**src/hdl/sos_pkg.sv**
```systemverilog
package sos_pkg;

	localparam int FREQ_W   = 24;
	localparam int SAMPLE_W = 16;
	localparam int RATE_W   = 18;
	localparam int SPAN_W   = 25;
	localparam int POS_W    = 32;
	localparam int STEP_W   = 6;

	localparam int APB_AW = 3;
	localparam int APB_DW = 32;
	localparam int REG_W  = 1;

	localparam logic [REG_W-1:0] REG_SAMPLE_RATE = 1'b0;

	localparam logic [6:0]        HUNDREDTHS = 7'd100;
	localparam logic [RATE_W-1:0] RATE_RESET = 18'd44100;
	localparam logic [SPAN_W-1:0] SPAN_RESET = 25'd4410000;

	// quotient bits per pass of the divider
	localparam logic [STEP_W-1:0] STEPS_PERIOD = 6'(SPAN_W);
	localparam logic [STEP_W-1:0] STEPS_PHASE  = 6'(POS_W);
	localparam logic [STEP_W-1:0] STEPS_SCALE  = 6'(SAMPLE_W);

	typedef struct packed {
		logic [SPAN_W-1:0] r_init;
		logic [POS_W-1:0]  d_init;
		logic [SPAN_W-1:0] divisor;
		logic [STEP_W-1:0] steps;
	} div_req_t;

	typedef struct packed {
		logic busy;
		logic done;
	} div_sts_t;

endpackage

```
**src/hdl/sos_if.sv**
```systemverilog
interface sos_freq_if;
	import sos_pkg::*;
	logic              valid;
	logic              ready;
	logic [FREQ_W-1:0] frequency;

	modport source (output valid, output frequency, input ready);
	modport sink   (input valid, input frequency, output ready);
endinterface

interface sos_sample_if;
	import sos_pkg::*;
	logic                       valid;
	logic                       ready;
	logic signed [SAMPLE_W-1:0] sample;

	modport source (output valid, output sample, input ready);
	modport sink   (input valid, input sample, output ready);
endinterface

```
**src/hdl/sawtooth_oscillator_sample.sv**
```systemverilog
// sawtooth oscillator: each frequency beat (hundredths of a hertz) yields one signed 16-bit
// saw sample, the phase of a running 32-bit sample position within a period of
// sample_rate*100/frequency samples, scaled to 16 bits and centred on zero; the position
// steps by one on every beat and wraps. frequency zero, or a frequency above sample_rate*100,
// gives a sample of 0. all arithmetic runs through one shared restoring divider that
// retires one quotient bit per cycle: period (25 bits), position mod period (32 bits) and
// phase scaling (16 bits), each pass followed by a handover. ready stays low from acceptance
// until the sample moves to the output register, so no new beat is taken while the divider
// works on one; frequency zero skips the divider, a period that truncates to zero skips the
// later passes, and a full output register stalls the handover. a finished sample waits in an
// output register so the next frequency beat can be taken while it is held. sample_rate sits at byte
// address 0 of the apb port, resets to 44100 and is read back on prdata; write it only
// while idle.
module sawtooth_oscillator_sample
	import sos_pkg::*;
(
	input  logic              clk,
	input  logic              arst_n,
	input  logic              psel,
	input  logic              penable,
	input  logic              pwrite,
	input  logic [APB_AW-1:0] paddr,
	input  logic [APB_DW-1:0] pwdata,
	output logic [APB_DW-1:0] prdata,
	output logic              pready,
	sos_freq_if.sink          freq_ch,
	sos_sample_if.source      sample_ch
);

	// sequencer states
	localparam logic [2:0] ST_IDLE  = 3'd0;
	localparam logic [2:0] ST_DIV_A = 3'd1;  // period = span / frequency
	localparam logic [2:0] ST_DIV_B = 3'd2;  // phase = position mod period
	localparam logic [2:0] ST_DIV_C = 3'd3;  // scaled = phase * 65536 / period
	localparam logic [2:0] ST_PUSH  = 3'd4;  // hand result to output register

	logic [2:0]          state_q;
	logic [SPAN_W-1:0]   span;
	logic [SPAN_W-1:0]   period_q;
	logic [POS_W-1:0]    pos_q;
	logic [SAMPLE_W-1:0] res_q;
	logic [SAMPLE_W-1:0] out_q;
	logic                out_valid_q;

	logic              accept;
	logic              slot_free;
	logic              push_fire;
	logic              div_start;
	div_req_t          div_req;
	div_sts_t          div_sts;
	logic [POS_W-1:0]  div_quot;
	logic [SPAN_W-1:0] div_rem;
	logic              period_zero;

	sos_cfg u_cfg (
		.clk     (clk),
		.arst_n  (arst_n),
		.psel    (psel),
		.penable (penable),
		.pwrite  (pwrite),
		.paddr   (paddr),
		.pwdata  (pwdata),
		.prdata  (prdata),
		.pready  (pready),
		.span    (span)
	);

	sos_div u_div (
		.clk    (clk),
		.arst_n (arst_n),
		.start  (div_start),
		.req    (div_req),
		.sts    (div_sts),
		.quot   (div_quot),
		.rem    (div_rem)
	);

	// handshakes
	assign freq_ch.ready = (state_q == ST_IDLE);
	assign accept        = freq_ch.valid && freq_ch.ready;
	assign slot_free     = !out_valid_q || sample_ch.ready;
	assign push_fire     = (state_q == ST_PUSH) && slot_free;
	assign period_zero   = (div_quot[SPAN_W-1:0] == '0);

	assign sample_ch.valid  = out_valid_q;
	assign sample_ch.sample = out_q;

	// divider launches, one per pass
	always_comb begin
		div_start = 1'b0;
		div_req   = '0;
		case (state_q)
			ST_IDLE: begin
				if (accept && (freq_ch.frequency != '0)) begin
					div_start      = 1'b1;
					div_req.d_init = {span, (POS_W-SPAN_W)'(0)};
					div_req.divisor = SPAN_W'(freq_ch.frequency);
					div_req.steps  = STEPS_PERIOD;
				end
			end
			ST_DIV_A: begin
				if (div_sts.done && !period_zero) begin
					div_start       = 1'b1;
					div_req.d_init  = pos_q;
					div_req.divisor = div_quot[SPAN_W-1:0];
					div_req.steps   = STEPS_PHASE;
				end
			end
			ST_DIV_B: begin
				// remainder below period is already a valid partial remainder
				if (div_sts.done) begin
					div_start       = 1'b1;
					div_req.r_init  = div_rem;
					div_req.divisor = period_q;
					div_req.steps   = STEPS_SCALE;
				end
			end
			default: begin
				div_start = 1'b0;
			end
		endcase
	end

	always_ff @(posedge clk or negedge arst_n) begin
		if (!arst_n) begin
			state_q     <= ST_IDLE;
			pos_q       <= '0;
			out_valid_q <= 1'b0;
		end else begin
			case (state_q)
				ST_IDLE: begin
					if (accept) begin
						state_q <= (freq_ch.frequency == '0) ? ST_PUSH : ST_DIV_A;
					end
				end
				ST_DIV_A: begin
					if (div_sts.done) begin
						state_q <= period_zero ? ST_PUSH : ST_DIV_B;
					end
				end
				ST_DIV_B: begin
					if (div_sts.done) begin
						state_q <= ST_DIV_C;
					end
				end
				ST_DIV_C: begin
					if (div_sts.done) begin
						state_q <= ST_PUSH;
					end
				end
				ST_PUSH: begin
					if (slot_free) begin
						state_q <= ST_IDLE;
						pos_q   <= pos_q + 1'b1;
					end
				end
				default: begin
					state_q <= ST_IDLE;
				end
			endcase

			if (push_fire) begin
				out_valid_q <= 1'b1;
			end else if (sample_ch.ready) begin
				out_valid_q <= 1'b0;
			end
		end
	end

	// datapath registers
	always_ff @(posedge clk) begin
		if (state_q == ST_DIV_A && div_sts.done) begin
			period_q <= div_quot[SPAN_W-1:0];
		end
		if (accept && (freq_ch.frequency == '0)) begin
			res_q <= '0;
		end else if (state_q == ST_DIV_A && div_sts.done && period_zero) begin
			res_q <= '0;
		end else if (state_q == ST_DIV_C && div_sts.done) begin
			// subtract half scale by flipping the top bit
			res_q <= {~div_quot[SAMPLE_W-1], div_quot[SAMPLE_W-2:0]};
		end
		if (push_fire) begin
			out_q <= res_q;
		end
	end

`ifndef NO_ASSERTIONS
	a_accept_div_idle: assert property (@(posedge clk) disable iff (!arst_n)
		accept |-> !div_sts.busy)
		else $error("beat accepted while divider busy");

	a_done_in_div_state: assert property (@(posedge clk) disable iff (!arst_n)
		div_sts.done |-> (state_q == ST_DIV_A || state_q == ST_DIV_B || state_q == ST_DIV_C))
		else $error("divider finished outside a divide state");

	a_start_busy: assert property (@(posedge clk) disable iff (!arst_n)
		div_start |=> div_sts.busy)
		else $error("divider did not start");

	a_zero_freq_push: assert property (@(posedge clk) disable iff (!arst_n)
		accept && (freq_ch.frequency == '0) |=> (state_q == ST_PUSH))
		else $error("zero frequency not sent straight to output");

	a_push_lands: assert property (@(posedge clk) disable iff (!arst_n)
		push_fire |=> sample_ch.valid && (sample_ch.sample == $past(res_q)))
		else $error("result lost on its way to output register");
`endif

endmodule

```
**src/hdl/sos_cfg.sv**
```systemverilog
module sos_cfg
	import sos_pkg::*;
(
	input  logic              clk,
	input  logic              arst_n,
	input  logic              psel,
	input  logic              penable,
	input  logic              pwrite,
	input  logic [APB_AW-1:0] paddr,
	input  logic [APB_DW-1:0] pwdata,
	output logic [APB_DW-1:0] prdata,
	output logic              pready,
	output logic [SPAN_W-1:0] span
);

	logic [RATE_W-1:0] rate_q;
	logic [SPAN_W-1:0] span_q;
	logic              wr_rate;

	assign pready  = 1'b1;
	assign wr_rate = psel && penable && pwrite && (paddr[APB_AW-1:2] == REG_SAMPLE_RATE);

	// span kept ready as rate times one hundred
	always_ff @(posedge clk or negedge arst_n) begin
		if (!arst_n) begin
			rate_q <= RATE_RESET;
			span_q <= SPAN_RESET;
		end else if (wr_rate) begin
			rate_q <= pwdata[RATE_W-1:0];
			span_q <= SPAN_W'(pwdata[RATE_W-1:0]) * SPAN_W'(HUNDREDTHS);
		end
	end

	always_comb begin
		prdata = '0;
		if (paddr[APB_AW-1:2] == REG_SAMPLE_RATE) begin
			prdata = APB_DW'(rate_q);
		end
	end

	assign span = span_q;

endmodule

```
**src/hdl/sos_div.sv**
```systemverilog
module sos_div
	import sos_pkg::*;
(
	input  logic              clk,
	input  logic              arst_n,
	input  logic              start,
	input  div_req_t          req,
	output div_sts_t          sts,
	output logic [POS_W-1:0]  quot,
	output logic [SPAN_W-1:0] rem
);

	logic [SPAN_W-1:0] r_q;
	logic [POS_W-1:0]  d_q;
	logic [SPAN_W-1:0] div_q;
	logic [STEP_W-1:0] cnt_q;
	logic              busy_q;
	logic              done_q;

	logic [SPAN_W:0] trial;
	logic [SPAN_W:0] diff;
	logic            ge;

	// restoring step: one quotient bit a cycle
	assign trial = {r_q, d_q[POS_W-1]};
	assign diff  = trial - {1'b0, div_q};
	assign ge    = trial >= {1'b0, div_q};

	always_ff @(posedge clk or negedge arst_n) begin
		if (!arst_n) begin
			busy_q <= 1'b0;
			done_q <= 1'b0;
			cnt_q  <= '0;
		end else begin
			done_q <= 1'b0;
			if (start) begin
				busy_q <= 1'b1;
				cnt_q  <= req.steps;
			end else if (busy_q) begin
				cnt_q <= cnt_q - 1'b1;
				if (cnt_q == STEP_W'(1)) begin
					busy_q <= 1'b0;
					done_q <= 1'b1;
				end
			end
		end
	end

	always_ff @(posedge clk) begin
		if (start) begin
			r_q   <= req.r_init;
			d_q   <= req.d_init;
			div_q <= req.divisor;
		end else if (busy_q) begin
			r_q <= ge ? diff[SPAN_W-1:0] : trial[SPAN_W-1:0];
			d_q <= {d_q[POS_W-2:0], ge};
		end
	end

	assign sts.busy = busy_q;
	assign sts.done = done_q;
	assign quot     = d_q;
	assign rem      = r_q;

endmodule
```
**src/flat_wrapper.sv**
```systemverilog
// flat-port wrapper written by rule: the top's interface ports become plain ports
module sawtooth_oscillator_sample_flat import sos_pkg::*;
  (clk, arst_n, psel, penable, pwrite, paddr, pwdata, prdata, pready, freq_ch_valid, freq_ch_frequency, freq_ch_ready, sample_ch_valid, sample_ch_sample, sample_ch_ready);
  sos_freq_if freq_ch_i ();
  sos_sample_if sample_ch_i ();
  input  logic clk;
  input  logic arst_n;
  input  logic psel;
  input  logic penable;
  input  logic pwrite;
  input  logic [APB_AW-1:0] paddr;
  input  logic [APB_DW-1:0] pwdata;
  output logic [APB_DW-1:0] prdata;
  output logic pready;
  input wire logic [$bits(freq_ch_i.valid)-1:0] freq_ch_valid;
  input wire logic [$bits(freq_ch_i.frequency)-1:0] freq_ch_frequency;
  output wire logic [$bits(freq_ch_i.ready)-1:0] freq_ch_ready;
  output wire logic [$bits(sample_ch_i.valid)-1:0] sample_ch_valid;
  output wire logic [$bits(sample_ch_i.sample)-1:0] sample_ch_sample;
  input wire logic [$bits(sample_ch_i.ready)-1:0] sample_ch_ready;
  assign freq_ch_i.valid = freq_ch_valid;
  assign freq_ch_i.frequency = freq_ch_frequency;
  assign freq_ch_ready = freq_ch_i.ready;
  assign sample_ch_valid = sample_ch_i.valid;
  assign sample_ch_sample = sample_ch_i.sample;
  assign sample_ch_i.ready = sample_ch_ready;
  sawtooth_oscillator_sample u_core (.clk(clk), .arst_n(arst_n), .psel(psel), .penable(penable), .pwrite(pwrite), .paddr(paddr), .pwdata(pwdata), .prdata(prdata), .pready(pready), .freq_ch(freq_ch_i), .sample_ch(sample_ch_i));
endmodule
```
**config.mk**
```make
export PLATFORM = sky130hd
export DESIGN_NAME = sawtooth_oscillator_sample_flat
export DESIGN_NICKNAME = d
export VERILOG_FILES = /design/src/hdl/sos_pkg.sv /design/src/hdl/sos_if.sv /design/src/hdl/sawtooth_oscillator_sample.sv /design/src/hdl/sos_cfg.sv /design/src/hdl/sos_div.sv /design/src/flat_wrapper.sv
export SDC_FILE = /design/constraint.sdc
export NUM_CORES = 1
export LEC_CHECK = 0
export ABC_AREA = 1
export BUFFER_PORTS_ARGS = -buffer_cell sky130_fd_sc_hd__buf_2
export CORE_MARGIN = 4
export CORE_UTILIZATION = 54
export DETAILED_ROUTE_END_ITERATION = 16
export PLACE_DENSITY = 0.77
export SYNTH_ARGS = -nofsm -noshare
export SYNTH_HDL_FRONTEND = slang
export SYNTH_SLANG_ARGS = --single-unit
```
**constraint.sdc**
```tcl
create_clock -name clk -period 3.8 [get_ports clk]
set_input_delay 0.76 -clock clk [delete_from_list [all_inputs] [get_ports clk]]
set_output_delay 0.76 -clock clk [all_outputs]
set_load 0.005 [all_outputs]
```
== After elaboration in Yosys (flattened, before gate mapping) ==
Index checks and enable logic that the tools add are counted.
Cells by class
  add/sub/neg operators: 3
  bitwise logic cells: 2
  $mul: 1
  equal/unequal tests: 11
  reductions and logical operators: 24
  order comparisons: 1
  multiplexer cells: 35
Operator list (count)
  63-bit 2-to-1 mux: 2
  25-bit 2-to-1 mux: 5
  31-bit case mux with 3 select lines: 1
  32-bit 2-to-1 mux: 2
  32-bit case mux with 2 select lines: 1
  32-bit by 1-bit adder with 32-bit output (second input constant): 1
  31-bit 2-to-1 mux: 1
  26-bit by 25-bit greater-or-equal comparator with 1-bit output: 1
  25-bit logical NOT: 1
  25-bit subtractor: 1
  24-bit logical NOT: 1
  24-bit nonzero test: 1
  18-bit by 5-bit multiplier with 23-bit output (second input constant): 1
  3-bit 2-to-1 mux: 7
  18-bit 2-to-1 mux: 1
  3-bit case mux with 5 select lines: 1
  6-bit 2-to-1 mux: 2
  1-bit logical AND: 11
  1-bit 2-to-1 mux: 11
  2-bit != test (second input constant): 4
  3-bit by 2-bit equality test with 1-bit output (second input constant): 2
  6-bit by 1-bit equality test with 1-bit output (second input constant): 1
  6-bit by 1-bit subtractor with 6-bit output (second input constant): 1
  5-bit AND reduction: 1
  other kinds (12): 16
Word-level totals
  logic and storage cells: 91
  register bits: 224
  input port bits: 66

== Depth between registers and ports, before layout ==
  depth in word-level cells: 7
  mapped depth: 17
  gate-level depth less buffers: 17

== By module ==
Synthesis repeated with hierarchy kept, for this count alone.
Unflattened totals
  cell total of the unflattened synthesis: 2045
  area total of the unflattened synthesis: 15000.6 sq um
By module, submodules not included
  sos_div: sequential area each 2662.6 sq um, area an instance 6042.0 sq um, instances 1, cells an instance 818
  sawtooth_oscillator_sample: sequential area each 2452.4 sq um, area an instance 5270.1 sq um, instances 1, cells an instance 737
  sos_cfg: sequential area each 967.2 sq um, area an instance 3688.5 sq um, instances 1, cells an instance 490

== Worst setup path before layout ==
OpenSTA, ideal clock, no wires.
  kind: input port to flip-flop
  start point: input pwdata[4]
  end point: register u_core.u_cfg.span_q[23] (netlist: u_core.u_cfg.span[23])
  cell stages on the path: 14
  required time: 3682 ps
  path slack: 661 ps
  library setup time: 118 ps
  arrival: 3021 ps
  path buffers: 0
  cells stage by stage: ha_1 -> ha_1 -> inv_1 -> fa_1 -> inv_1 -> ha_1 -> a21oi_1 -> inv_1 -> o21ai_0 -> nand3b_1 -> nand2_1 -> nand3b_1 -> nand3_1 -> nand2_1
Between the ends
  word-level cells in the longest chain between the ends: 1
Ends and longest elaborated chain
  start, declared: RTL line flat_wrapper.sv:12  | input logic [APB_DW-1:0] pwdata;
  18-bit by 5-bit multiplier with 23-bit output: RTL line sos_cfg.sv:30  | span_q <= SPAN_W'(pwdata[RATE_W-1:0]) * SPAN_W'(HUNDREDTHS);
  end signal, assigned: RTL line sos_cfg.sv:30
  end, declared: RTL line sos_cfg.sv:17  | logic [SPAN_W-1:0] span_q;
No other way between the ends.
A chain may end at the register's enable or synchronous reset.

== Worst setup path after layout ==
Same ends and word-level chain as after synthesis.

==> out/results.tsv <==
metric	value	unit
critPathTopFamily	adder cells	
setup_tns	0	ns
cts_tree	done	
total_power	10.84	mW
nets	1976	
numCtsBuffers	24	
fin_crit	3.002	ns
drv_slew	0	
clkSinkCount	221	
netSwitchingPower	4.414	mW
yosys_most_used_dff	edfxtp_1	
vias	11400	
cap_violations	0	
slowest_stage	fa_1	
reg2reg_depth	14	
r2r_slack	0.92	ns
netlist_top_cells_count	nand2_1, inv_1, nor2_1	
combPwrFrac	0.437	
async_flop_share	0.3710	
slowest_delay	0.49	ns
synth_seq_cells	221	
setup_viol	0	
ys_types	57	
routedWlPerCell	15.04	um
yosys.area_share.simple	0.2508	
synth_cells	1728	
synth_area	13920	um^2
outcome	finished clean	
hold_viol_final	0	
holdCritPathClass	in -> async	
grtUsageTotal	0.2276	
path_max_fanout	6	
period_share	0.7900	
yosysTopAreaCellShare	0.2653	
port_buffers	85	
grt_pass1_wl	53650	um
clock_skew	0.01940	ns
start_util	0.5513	
totalWireLength	32470	um
pwr-share-clk	0.220	
worstMarginPinSlew	1.021	ns
synth_top_family_by_area	simple AND/OR/NAND/NOR gates	
antenna_left	0	
max_freq	333.1	MHz
vdd_drop_max	401.2	uV
rsz0062_at_grt	no	
leakagePower	7.592	nW
postCtsHoldBufs	0	
ioPinCount	117	
grt_pass1_vias	10980	
synth-adder-area-share	0.09741	
syn2layout_area_growth	10.67	%
cts_resized	0	
synth_area_leaders	edfxtp_1, dfrtp_1, nand2_1	
first_pass_iters	6	
avgSynthCellArea	8.057	um^2
die_w	168.6	um
cp.arrival	3.42	ns
critical_path_buf_inv_count	4	
die_h	168.6	um
overflow	0	
swShare	0.4072	
drtIter0Drc	860	
die_area	28420	um^2
synth_compound_area_frac	0.07665	
clockBufferDepth	3	
drive_above_1_share	0.1078	
post-route-util	0.6101	
clkLatencyLatePin	0.53	ns
antenna_found_initial	1	
synth_edf_count	123	
maxSlewHeadroom	0.3191	
cp-start-kind	input port	
yosysSeqAreaShare	0.4368	
path_clk_slew	0.07	ns
synth_most_common_cell	nand2_1	
coreArea	25250	um^2
power_density	703.5	nW/um^2
finalWeightedCongestion	0.9358	
vias_per_cell	5.282	
endpoint_kind	flop	
clockRootBuffer	clkbuf_16	
muxShareOfSynthArea	0	
p_int	6.426	mW
ys.warnings.count	0	
synth_top_area_cell	edfxtp_1	
pwr-share-seq	0.343	
r2r-end	u_core.u_div.rem[8]$_SDFFCE_PP0P_	
grt_max_degree	80	
cts_setup_buffers	0	
dp_hpwl	25130	um
cp_cell_sequence	buf_2 -> ha_1 -> ha_1 -> inv_1 -> fa_1 -> inv_1 -> ha_1 -> a21oi_1 -> inv_1 -> o21ai_0 -> nand3b_1 -> nand2_1 -> nand3b_1 -> nand3_1 -> nand2_1	
r2r_start	u_core.u_div.quot[31]$_DFFE_PP_	
drc	0	
h-tree-depth	1	
worstPathRequired	4.21	ns
std_cell_rows	58	
path_class	in -> reg	
synth_xor_area_frac	0.03208	
power groups by stage:
stage          combinational [mW]  sequential [mW]  clock, mW
6_report                     4.73             3.72       2.39
5_1_grt                      5.45             3.78       2.52
4_1_cts                      4.74             3.72       2.41
3_5_place_dp                 4.71             3.76          0
3_3_place_gp                 4.57             3.73          0
2_1_floorplan                3.65             3.65          0
metrics by stage:
step | hold WS [ns] | setup WS [ns] | cells | instance area [um^2]
CTS | 0.4307 | 0.7915 | 2158 | 15410
finish | 0.4125 | 0.7981 | 2159 | 15410
global route | 0.4445 | 0.4933 | 2159 | 15410
global placement | 0.4163 | 0.2959 | 2114 | 14600
floorplan | 0.4086 | 0.6613 | 1741 | 13970
detailed placement | 0.4151 | 0.2490 | 2114 | 14600
registers in the layout, summed over array words and instances (netlist names):
name / cells
u_core.pos_q: 32
u_core.u_div.quot: 32
u_core.u_cfg.span: 20
u_core.u_div.done_q: 1
u_core.res_q: 16
u_core.sample_ch.sample: 16
u_core.u_div.div_q: 25
u_core.u_cfg.rate_q: 18
u_core.u_div.busy_q: 1
u_core.u_div.rem: 25
u_core.u_div.cnt_q: 6
u_core.period_q: 25
u_core.state_q: 3
u_core.sample_ch.valid: 1
worst max-delay path by stage:
| stage | start | to | slack, ns | cells after the start |
|---|---|---|---|---|
| 6_report | pwdata[4] | u_core.u_cfg.span[23]$_DFFE_PN0P_ | 0.80 | 15 |
| 5_1_grt | pwdata[4] | u_core.u_cfg.span[23]$_DFFE_PN0P_ | 0.49 | 15 |
| 2_1_floorplan | pwdata[4] | u_core.u_cfg.span[23]$_DFFE_PN0P_ | 0.66 | 14 |
| 3_5_place_dp | pwdata[5] | u_core.u_cfg.span[24]$_DFFE_PN0P_ | 0.25 | 15 |
| 4_1_cts | pwdata[4] | u_core.u_cfg.span[23]$_DFFE_PN0P_ | 0.79 | 15 |
| 3_3_place_gp | pwdata[4] | u_core.u_cfg.span[23]$_DFFE_PN0P_ | 0.30 | 15 |
cell families after synthesis:
family,Yosys count
buf+inv,362
simple gates,818
compound gates,174
xor+xnor,51
other cells,2
flops,221
fa+ha+maj,100
cell usage in the layout, fill, tap and decap left out, drive strengths merged, types with 3 or more instances in the layout:
master	Yosys	routed
o21bai	8	8
inv	305	307
or2	5	5
nand3b	5	5
edfxtp	123	123
a21oi	33	33
nor3	21	21
ha	86	86
o22ai	9	9
dfstp	13	13
clkinv	3	12
fa	14	14
o21ai	73	73
xnor2	20	20
nand2	460	460
nand4	23	23
conb	2	15
nor2	189	189
o211ai	40	40
bufinv	0	3
buf	35	97
and2	6	6
dfxtp	16	16
xor2	31	31
dfrtp	69	69
clkbuf	19	28
nand3	106	106
layout make-up:
type,count,area [um^2]
multi-input cells,1158,6426
fillers,2202,9846
flip-flops and latches,221,6082
inverters,308,1159
clock inverters,16,172.7
well taps,330,412.9
repair buffers,97,518.0
clock buffers,28,635.6
diodes,1,2.502
per-layer routing:
metal | share of wire | vias up | track usage | wire (um)
li1 | - | 5668 | - | -
met1 | 0.44 | 5332 | 0.3128 | 14230
met2 | 0.49 | 349 | 0.3908 | 15830
met3 | 0.053 | 54 | 0.02335 | 1717
met4 | 0.021 | 0 | 0.05610 | 685
met5 | 0 | - | 0 | 0
Note: power is estimated with default switching activity, not from simulation.
